--- config.mk ---
export PLATFORM = sky130hd
export DESIGN_NAME = tilt_yaw_gesture_detector_unit
export DESIGN_NICKNAME = d
export VERILOG_FILES = /design/src/rtl/tygd_pkg.sv /design/src/rtl/tygd_eval.sv /design/src/rtl/tilt_yaw_gesture_detector_unit.sv
export VERILOG_INCLUDE_DIRS = /design/src /design/src/rtl
export SDC_FILE = /design/constraint.sdc
export NUM_CORES = 1
export LEC_CHECK = 0
export ABC_AREA = 1
export BUFFER_PORTS_ARGS = -buffer_cell sky130_fd_sc_hd__buf_2
export CAP_MARGIN = 0
export CORE_UTILIZATION = 67
export DETAILED_ROUTE_END_ITERATION = 16
export PLACE_DENSITY = 0.87
export SLEW_MARGIN = 20
export SYNTH_ARGS = -nofsm -noshare
export SYNTH_HDL_FRONTEND = slang
export SYNTH_HIERARCHICAL = 1
export SYNTH_SLANG_ARGS = --single-unit
--- constraint.sdc ---
create_clock -name clock -period 7.9 [get_ports clock]
set_input_delay 0.79 -clock clock [delete_from_list [all_inputs] [get_ports clock]]
set_output_delay 0.79 -clock clock [all_outputs]
set_load 0.05 [all_outputs]
--- src/rtl/tilt_yaw_gesture_detector_unit_macros.svh ---
// Assertion macros shared by the tilt and yaw gesture detector RTL.
// Depends on nothing; included by the modules that check their own logic.
`ifndef TILT_YAW_GESTURE_DETECTOR_UNIT_MACROS_SVH
`define TILT_YAW_GESTURE_DETECTOR_UNIT_MACROS_SVH
`ifndef NO_ASSERTIONS
// Same-cycle implication, disabled during reset.
`define TYGD_ASSERT_IMPLIES(label, clk, rst, ante, cons) \
   label: assert property (@(posedge clk) disable iff (rst) (ante) |-> (cons)) \
      else $error("tygd assertion failed");
// Next-cycle implication, disabled during reset.
`define TYGD_ASSERT_NEXT(label, clk, rst, ante, cons) \
   label: assert property (@(posedge clk) disable iff (rst) (ante) |=> (cons)) \
      else $error("tygd assertion failed");
`else
`define TYGD_ASSERT_IMPLIES(label, clk, rst, ante, cons)
`define TYGD_ASSERT_NEXT(label, clk, rst, ante, cons)
`endif
`endif

--- src/rtl/tygd_pkg.sv ---
// Types and constants of the tilt and yaw gesture detector.
// Used by tygd_eval and tilt_yaw_gesture_detector_unit; depends on nothing.
package tygd_pkg;

   // Angles are degrees times 128.
   localparam logic signed [17:0] FULL_TURN  = 18'sd46080;
   localparam logic signed [17:0] HALF_TURN  = 18'sd23040;
   localparam logic [15:0]        YAW_SEC_90  = 16'd11520;
   localparam logic [15:0]        YAW_SEC_180 = 16'd23040;
   localparam logic [15:0]        YAW_SEC_270 = 16'd34560;

   // Configuration register indexes.
   localparam logic [2:0] CSR_LEVEL_BAND       = 3'd0;
   localparam logic [2:0] CSR_FLIP_BAND        = 3'd1;
   localparam logic [2:0] CSR_ROLL_LOW_LIMIT   = 3'd2;
   localparam logic [2:0] CSR_ROLL_HIGH_LIMIT  = 3'd3;
   localparam logic [2:0] CSR_PITCH_LOW_LIMIT  = 3'd4;
   localparam logic [2:0] CSR_PITCH_HIGH_LIMIT = 3'd5;

   // Configuration reset values.
   localparam logic [14:0] LEVEL_BAND_RST       = 15'd3840;
   localparam logic [14:0] FLIP_BAND_RST        = 15'd3840;
   localparam logic [14:0] ROLL_LOW_LIMIT_RST   = 15'd3840;
   localparam logic [15:0] ROLL_HIGH_LIMIT_RST  = 16'd42240;
   localparam logic [14:0] PITCH_LOW_LIMIT_RST  = 15'd5760;
   localparam logic [15:0] PITCH_HIGH_LIMIT_RST = 16'd40320;

   // Gesture codes.
   localparam logic [3:0] GC_NONE      = 4'd0;
   localparam logic [3:0] GC_LEVEL     = 4'd1;
   localparam logic [3:0] GC_FLIP      = 4'd2;
   localparam logic [3:0] GC_ROLL_LOW  = 4'd3;
   localparam logic [3:0] GC_ROLL_HIGH = 4'd4;
   localparam logic [3:0] GC_FORWARD   = 4'd5;
   localparam logic [3:0] GC_BACKWARD  = 4'd6;
   localparam logic [3:0] GC_YAW90     = 4'd7;
   localparam logic [3:0] GC_YAW180    = 4'd8;
   localparam logic [3:0] GC_YAW270    = 4'd9;

   // Latch bit k holds gesture code k+1.
   localparam int          NUM_LATCHES = 9;
   localparam int          LAT_LEVEL   = 0;
   localparam int          LAT_FLIP    = 1;
   localparam int          LAT_TILT_LO = 2;
   localparam int          LAT_TILT_HI = 5;
   localparam logic [8:0]  TILT_MASK   = 9'h03C;

   typedef struct packed {
      logic [15:0]        roll_angle;
      logic [15:0]        pitch_angle;
      logic signed [15:0] yaw_change;
   } tygd_req_type;

   typedef struct packed {
      logic        report_valid;
      logic [3:0]  gesture_code;
      logic [15:0] yaw_angle;
   } tygd_rsp_type;

   typedef struct packed {
      logic [14:0] level_band;
      logic [14:0] flip_band;
      logic [14:0] roll_low_limit;
      logic [15:0] roll_high_limit;
      logic [14:0] pitch_low_limit;
      logic [15:0] pitch_high_limit;
   } tygd_cfg_type;

   typedef struct packed {
      logic [NUM_LATCHES-1:0] latches;
      logic [15:0]            yaw;
   } tygd_state_type;

endpackage

--- src/rtl/tygd_eval.sv ---
// Single-pass evaluation of one sample: yaw update and wrap, window tests
// and the one-shot gesture latches. Depends on tygd_pkg.
module tygd_eval
   import tygd_pkg::*;
(
   input  tygd_req_type   req,
   input  tygd_cfg_type   cfg,
   input  tygd_state_type cur,
   output tygd_state_type nxt,
   output tygd_rsp_type   rsp
);

   logic signed [17:0] roll_s;
   logic signed [17:0] pitch_s;
   logic signed [17:0] lb_s;
   logic signed [17:0] fb_s;
   logic signed [17:0] yaw_sum;
   logic signed [17:0] yaw_wrap;
   logic [15:0]        yaw_new;
   logic [NUM_LATCHES-1:0] hit;
   logic [NUM_LATCHES-1:0] lat;
   logic [3:0]             fired;

   assign roll_s  = signed'({2'b00, req.roll_angle});
   assign pitch_s = signed'({2'b00, req.pitch_angle});
   assign lb_s    = signed'({3'b000, cfg.level_band});
   assign fb_s    = signed'({3'b000, cfg.flip_band});

   // The sum stays within one turn of range, so a single correction wraps it.
   assign yaw_sum = signed'({2'b00, cur.yaw}) + {{2{req.yaw_change[15]}}, req.yaw_change};

   always_comb begin
      if (yaw_sum > FULL_TURN) begin
         yaw_wrap = yaw_sum - FULL_TURN;
      end else if (yaw_sum < 18'sd0) begin
         yaw_wrap = yaw_sum + FULL_TURN;
      end else begin
         yaw_wrap = yaw_sum;
      end
   end

   assign yaw_new = yaw_wrap[15:0];

   assign hit[0] = (roll_s <= lb_s || roll_s >= FULL_TURN - lb_s) &&
                   (pitch_s >= HALF_TURN - lb_s && pitch_s <= HALF_TURN + lb_s);
   assign hit[1] = (roll_s >= HALF_TURN - fb_s && roll_s <= HALF_TURN + fb_s) &&
                   (pitch_s <= fb_s || pitch_s >= FULL_TURN - fb_s);
   assign hit[2] = roll_s >= signed'({3'b000, cfg.roll_low_limit}) && roll_s < HALF_TURN;
   assign hit[3] = roll_s <= signed'({2'b00, cfg.roll_high_limit}) && roll_s > HALF_TURN;
   assign hit[4] = pitch_s >= signed'({3'b000, cfg.pitch_low_limit}) && pitch_s < HALF_TURN;
   assign hit[5] = pitch_s <= signed'({2'b00, cfg.pitch_high_limit}) && pitch_s > HALF_TURN;
   assign hit[6] = yaw_new >= YAW_SEC_90 && yaw_new < YAW_SEC_180;
   assign hit[7] = yaw_new >= YAW_SEC_180 && yaw_new < YAW_SEC_270;
   assign hit[8] = yaw_new >= YAW_SEC_270;

   // Latches are visited in code order; the last one newly set is reported.
   always_comb begin
      lat   = cur.latches;
      fired = GC_NONE;
      if (hit[LAT_LEVEL]) begin
         if (!lat[LAT_LEVEL]) begin
            lat[LAT_LEVEL] = 1'b1;
            lat[LAT_FLIP]  = 1'b0;
            lat            = lat & ~TILT_MASK;
            fired          = GC_LEVEL;
         end
      end else begin
         lat[LAT_LEVEL] = 1'b0;
      end
      if (hit[LAT_FLIP]) begin
         if (!lat[LAT_FLIP]) begin
            lat[LAT_FLIP]  = 1'b1;
            lat[LAT_LEVEL] = 1'b0;
            lat            = lat & ~TILT_MASK;
            fired          = GC_FLIP;
         end
      end else begin
         lat[LAT_FLIP] = 1'b0;
      end
      // Tilt latches are held while the hand is latched level or upside down.
      for (int i = LAT_TILT_LO; i < NUM_LATCHES; i++) begin
         if (i > LAT_TILT_HI || !(lat[LAT_LEVEL] || lat[LAT_FLIP])) begin
            if (hit[i]) begin
               if (!lat[i]) begin
                  lat[i] = 1'b1;
                  fired  = 4'(i + 1);
               end
            end else begin
               lat[i] = 1'b0;
            end
         end
      end
   end

   assign nxt.latches      = lat;
   assign nxt.yaw          = yaw_new;
   assign rsp.report_valid = (fired != GC_NONE);
   assign rsp.gesture_code = fired;
   assign rsp.yaw_angle    = yaw_new;

endmodule

--- src/rtl/tilt_yaw_gesture_detector_unit.sv ---
// Top level of the tilt and yaw gesture detector: configuration registers,
// sample state and the result register. Depends on tygd_pkg and tygd_eval.
//
//   channel  ports                        direction  handshake
//   req      req_valid/req_ready/req_data  in         valid/ready, tygd_req_type
//   rsp      rsp_valid/rsp_ready/rsp_data  out        valid/ready, tygd_rsp_type
//   csr      csr_we/csr_index/csr_wdata    in         write enable, no wait
//
// One word per cycle: each sample is evaluated in one pass between the input
// port and the result register, so its result appears in the cycle after accept.
// A new word is taken while the previous result is being taken or is empty.
// When rsp_ready is low and a result is held, req_ready drops.
// Synchronous reset clears the yaw, the latches and the result valid, and
// loads the configuration defaults.
`include "tilt_yaw_gesture_detector_unit_macros.svh"
module tilt_yaw_gesture_detector_unit
   import tygd_pkg::*;
(
   input  logic         clock,
   input  logic         reset,
   input  logic         req_valid,
   output logic         req_ready,
   input  tygd_req_type req_data,
   output logic         rsp_valid,
   input  logic         rsp_ready,
   output tygd_rsp_type rsp_data,
   input  logic         csr_we,
   input  logic [2:0]   csr_index,
   input  logic [15:0]  csr_wdata
);

   tygd_cfg_type   cfg_ff, cfg_in;
   tygd_state_type state_ff, state_in, state_eval;
   tygd_rsp_type   rsp_data_ff, rsp_eval;
   logic           rsp_valid_ff, rsp_valid_in;
   logic           req_fire;

   assign req_ready = !rsp_valid_ff || rsp_ready;
   assign req_fire  = req_valid && req_ready;

   tygd_eval u_eval (
      .req (req_data),
      .cfg (cfg_ff),
      .cur (state_ff),
      .nxt (state_eval),
      .rsp (rsp_eval)
   );

   always_comb begin
      cfg_in = cfg_ff;
      if (csr_we) begin
         unique case (csr_index)
            CSR_LEVEL_BAND:       cfg_in.level_band       = csr_wdata[14:0];
            CSR_FLIP_BAND:        cfg_in.flip_band        = csr_wdata[14:0];
            CSR_ROLL_LOW_LIMIT:   cfg_in.roll_low_limit   = csr_wdata[14:0];
            CSR_ROLL_HIGH_LIMIT:  cfg_in.roll_high_limit  = csr_wdata;
            CSR_PITCH_LOW_LIMIT:  cfg_in.pitch_low_limit  = csr_wdata[14:0];
            CSR_PITCH_HIGH_LIMIT: cfg_in.pitch_high_limit = csr_wdata;
            default:              cfg_in = cfg_ff;
         endcase
      end
   end

   assign state_in     = req_fire ? state_eval : state_ff;
   assign rsp_valid_in = req_fire || (rsp_valid_ff && !rsp_ready);

   always_ff @(posedge clock) begin
      if (reset) begin
         cfg_ff.level_band       <= LEVEL_BAND_RST;
         cfg_ff.flip_band        <= FLIP_BAND_RST;
         cfg_ff.roll_low_limit   <= ROLL_LOW_LIMIT_RST;
         cfg_ff.roll_high_limit  <= ROLL_HIGH_LIMIT_RST;
         cfg_ff.pitch_low_limit  <= PITCH_LOW_LIMIT_RST;
         cfg_ff.pitch_high_limit <= PITCH_HIGH_LIMIT_RST;
         state_ff                <= '0;
         rsp_valid_ff            <= 1'b0;
      end else begin
         cfg_ff       <= cfg_in;
         state_ff     <= state_in;
         rsp_valid_ff <= rsp_valid_in;
      end
   end

   always_ff @(posedge clock) begin
      if (req_fire) begin
         rsp_data_ff <= rsp_eval;
      end
   end

   assign rsp_valid = rsp_valid_ff;
   assign rsp_data  = rsp_data_ff;

   `TYGD_ASSERT_NEXT(a_accept_gives_result, clock, reset, req_fire, rsp_valid_ff)
   `TYGD_ASSERT_IMPLIES(a_code_matches_flag, clock, reset, rsp_valid_ff,
      rsp_data_ff.report_valid == (rsp_data_ff.gesture_code != GC_NONE))
   `TYGD_ASSERT_IMPLIES(a_yaw_in_turn, clock, reset, 1'b1,
      state_ff.yaw <= FULL_TURN[15:0])
   `TYGD_ASSERT_IMPLIES(a_level_flip_exclusive, clock, reset, 1'b1,
      !(state_ff.latches[LAT_LEVEL] && state_ff.latches[LAT_FLIP]))
   `TYGD_ASSERT_IMPLIES(a_tilt_clear_when_held, clock, reset,
      state_ff.latches[LAT_LEVEL] || state_ff.latches[LAT_FLIP],
      (state_ff.latches & TILT_MASK) == '0)

endmodule
Word-level counts from Yosys, hierarchy flattened:

Index checks and enable logic that the tools add are counted.

* add/sub/neg operators: 9
* order comparisons: 23
* eq/ne operators: 5
* mux-type cells: 42
* reductions and logical operators: 27

Operators with widths (count)
* $mux 4: 21
* $ge 17x18->1: 4
* $lt 16x15->1 const B: 3
* $le 17x18->1: 2
* $sub 16x15->17 const A: 2
* $add 15x15->16 const A: 2
* $ge 16x15->1: 2
* $gt 16x15->1 const B: 2
* $le 16x15->1: 2
* $le 16x16->1: 2
* $mux 16: 2
* $sub 15x15->16 const A: 2
* $add 17x16->18: 1
* $gt 18x17->1 const B: 1
* $lt 18x1->1 const B: 1
* $add 16x16->16 const B: 1
* $ge 16x14->1 const B: 1
* $ge 16x15->1 const B: 1
* $ge 16x16->1 const B: 1
* $lt 16x16->1 const B: 1
* $mux 1: 16
* $sub 16x16->16 const B: 1
* $logic_and 1x1->1: 12
* $mux 6: 2
* other kinds (9): 21

* bits in registers: 139
* output and inout port bits: 23
* logic and storage cells: 118

Longest topological paths before layout:

* word-level depth: 26
* depth in mapped cells: 31

Hierarchy:

The synthesis kept the hierarchy.

Modules (own cells, without submodules)
* tygd_eval: times used 1, cells each 1254, area an instance 7722.4 um^2, seq. area each 0.0 um^2
* tilt_yaw_gesture_detector_unit: times used 1, cells each 666, area an instance 5300.1 um^2, seq. area each 2992.9 um^2

Worst setup path before layout:

Ideal clock, no wire load.

* path type: flip-flop to flip-flop
* start: register cfg_ff[78] in the netlist's numbering
* end: register rsp_data_ff, in the netlist rsp_data[20], data pin
* library setup time: 0.256 ns
* arrival: 3.485 ns
* setup slack: 4.159 ns
* cell stages (with the launch flop): 30
* buffers on the path: 0
* cell sequence: dfxtp_1 > inv_1 > ha_1 > nand3_1 > nor2_1 > nand2_1 > nor3_1 > nand2_1 > nand2_1 > nand2_1 > a21oi_1 > xor2_1 > ha_1 > nand2_1 > nor4_1 > o21ai_0 > nand3_1 > nor3_1 > nor2_1 > nand3b_2 > nand2_1 > nand2_1 > nand2_1 > nand2_1 > nand3_1 > nand2_1 > inv_1 > nand3_1 > nor2_1 > nand2_1

RTL lines
* start, declared: line tilt_yaw_gesture_detector_unit.sv:32 `tygd_cfg_type cfg_ff, cfg_in;`
* start signal, assigned: line tilt_yaw_gesture_detector_unit.sv:78 `cfg_ff <= cfg_in;`
* end signal, assigned: line tilt_yaw_gesture_detector_unit.sv:86 `rsp_data_ff <= rsp_eval;`
* end, declared: line tilt_yaw_gesture_detector_unit.sv:34 `tygd_rsp_type rsp_data_ff, rsp_eval;`

==> reports/qor.yml <==
outcome: "completed"
leakagePower_nw: 7.07
synth_top_area_share: 0.208
cts-buffers-inserted: 17
report.power.total_mw: 2.71
worstHoldPathCells: 2
h-tree-depth: 4
cap_violations: 0
wl_mm: 37.4
muxShareOfSynthArea: 0
cpPeakStageDelay_ns: 0.36
required_ns: 8.09
max_freq_mhz: 227
vias_per_cell: 5.81
drive_gt1_frac: 0.0974
die_w_um: 141
first_iter_violations: 1120
crit_fanout: 6
root_buffer: "clkbuf_16"
synthSimpleGateAreaFrac: 0.347
area_growth_pct: 8.31
power.switching_mw: 1.09
ios: 95
setup_viol: 0
synthCells: 1920
grt_use_total: 0.380
antenna_found_initial: 0
die_h_um: 141
critPathSlowestCell: "nor4_1"
dp_hpwl_mm: 27.6
synth_area_mm2: 0.0130
crit_path_frequent_cell: "nand2_1"
fin_nets: 2268
ys.flop_type: "dfxtp_1"
n_fill_cell: 1537
rows: 50
path_class: "reg -> reg"
synth_top_family_by_area: "simple AND/OR/NAND/NOR gates"
cts_sinks: 139
crit_start: "cfg_ff[78]"
reg2reg_slack_ns: 3.50
clk_latency_ns: 0.43
hold_end: "cfg_ff[12]"
ant_nets: 0
fin_cells: 2252
postSynthAreaPerCell_um2: 6.78
clkTransAtPathRegs_ns: 0.06
yosysUniqueCellTypes: 50
hold_buffers: 0
power_density_mw_per_mm2: 192
wl_per_cell_um: 16.6
cts_resized: 0
tns_ns: 0
ys_top_cells_by_area: "ha_1 (21%), dfxtp_1 (18%), nand2_1 (13%)"
place_inst: 2220
worst_slew_pin_slew_ns: 1.08
grt_max_degree: 61
crit_arrival_ns: 4.59
netSwitchingFraction: 0.401
cp-end-kind: "flop"
hold_viol: 0
place_congestion: 0.961
initial_utilization: 0.689
p_int_mw: 1.62
ys_seq_area_frac: 0.230
grt_overflow: 0
via_count: 13095
final_common_cell: "nand2_1"
clk_path_buf_depth: 2
numPortBuffers: 94
yosys_warnings: 6
reg2reg_depth: 29
synth_compound_area_frac: 0.0860
worstReg2RegEnd: "rsp_data[20]"
antenna_cells: 0
slew_headroom: 0.275
synth.net_count: 2209
pwr-share-seq: 0.306
holdCritPathClass: "reg -> reg"
finalCritPeriodShare: 0.557
design_area_mm2: 0.0141
cts_setup_buffers: 0
grt_setup_unrepaired: "no"
die_area_mm2: 0.0200
core_area_mm2: 0.0189
finClkSkew_ns: 0.0107
synth_seq_cells: 139
clkPwrFrac: 0.297
synth_edf_count: 21
final_cell_mix: "nand2_1 (451), nor2_1 (259), inv_1 (238), ha_1 (216), nand3_1 (151)"
dpl-instance-area_mm2: 0.0135
drc_errors: 0
combPwrFrac: 0.397
fin_crit_ns: 4.40
ir_worst_vdd_mv: 0.159
r2r_start: "cfg_ff[78]"
grt_pass1_vias: 12010
synthArstFlopShare: 0
synth_fa_ha_area_frac: 0.209
cts_tree: "yes"
dr.pass1.iters: 6
critPathLaunchType: "flop"
hp-start: "cfg_ff[12]"
synth-xor-area-share: 0.0296
grt_pass1_wl_mm: 59.3
yosys.area.top_type: "ha_1"
drv_slew: 0
-- worst max path at each step --
stage | slack (ns) | to
floorplan | 4.16 | rsp_data[20]
global placement | 3.82 | rsp_data[20]
detailed placement | 3.62 | rsp_data[20]
CTS | 3.56 | rsp_data[20]
global route | 3.06 | rsp_data[20]
finish | 3.50 | rsp_data[20]
-- per-layer routing --
metal | vias to the layer above | global-route usage | routed length [µm]
li1 | 6429 | - | -
met1 | 5946 | 0.486 | 15600
met2 | 595 | 0.601 | 16400
met3 | 125 | 0.0780 | 3490
met4 | 0 | 0.212 | 1870
met5 | - | 0 | 0
-- worst max-delay path, delay by kind of cell, from the launching register on --
kind | cells | cell delay, ns
AND/OR/NAND/NOR | 22 | 2.75
flip-flops | 1 | 0.33
adder cells (fa/ha/maj) | 2 | 0.49
AO/OA/AOI/OAI | 2 | 0.32
XOR/XNOR | 1 | 0.09
buffers and inverters | 2 | 0.18
-- area by class of cell --
| type | count | area (µm²) | share of cell area |
|---|---|---|---|
| multi-input combinational | 1471 | 8750 | 0.620 |
| sequential | 139 | 2990 | 0.212 |
| inverter | 252 | 947 | 0.0672 |
| timing repair buffer | 98 | 500 | 0.0355 |
| clock buffer | 21 | 483 | 0.0342 |
| tap | 260 | 325 | 0.0231 |
| clock inverter | 11 | 108 | 0.00763 |
-- sequential cells by signal, summed over array words and instances, names as in the netlist --
name / count
rsp_data: 21
cfg_ff: 92
state_ff: 25
rsp_valid: 1
-- power groups by stage --
| stage | Clock [mW] | Combinational [mW] | Sequential [mW] |
|---|---|---|---|
| detailed placement | 0 | 1.04 | 0.844 |
| global route | 0.835 | 1.19 | 0.837 |
| CTS | 0.807 | 1.05 | 0.829 |
| global placement | 0 | 1.01 | 0.842 |
| floorplan | 0 | 0.741 | 0.936 |
| finish | 0.805 | 1.08 | 0.830 |
-- through the flow --
| stage | hold WS [ns] | utilization | setup slack [ns] |
|---|---|---|---|
| floorplan | 0.429 | - | 4.16 |
| global placement | 0.441 | 0.715 | 3.82 |
| detailed placement | 0.442 | 0.715 | 3.62 |
| CTS | 0.460 | 0.747 | 3.56 |
| global route | 0.477 | 0.747 | 3.06 |
| finish | 0.461 | 0.747 | 3.50 |
-- synth_stat cells, types with 2 or more instances --
master	count
nand3b_2	2
a211oi_1	10
inv_1	238
buf_1	7
nand3_1	151
edfxtp_1	21
buf_4	26
o211ai_1	8
a31oi_1	2
nand3b_1	31
inv_2	10
buf_2	18
o221ai_1	5
o21ai_0	34
nor2_4	7
nor2_2	6
nand4_1	37
clkbuf_1	7
o2111ai_1	4
xor2_1	42
nor4_1	7
o21bai_1	3
nand2_2	16
o21a_1	6
xnor2_1	2
a21oi_2	4
a21oi_1	108
ha_1	216
or4_1	2
clkinv_1	4
dfxtp_1	118
nor3_1	30
nand2_4	6
nand3_2	7
nor2_1	260
nand2_1	451
-- kinds of logic after synthesis --
| kind of cell | count (synthesis) |
|---|---|
| adder cells (fa/ha/maj) | 217 |
| flip-flops | 139 |
| buffers and inverters | 310 |
| AO/OA/AOI/OAI | 192 |
| XOR/XNOR | 44 |
| AND/OR/NAND/NOR | 1018 |
No activity file was read; power rests on OpenSTA's default activity.
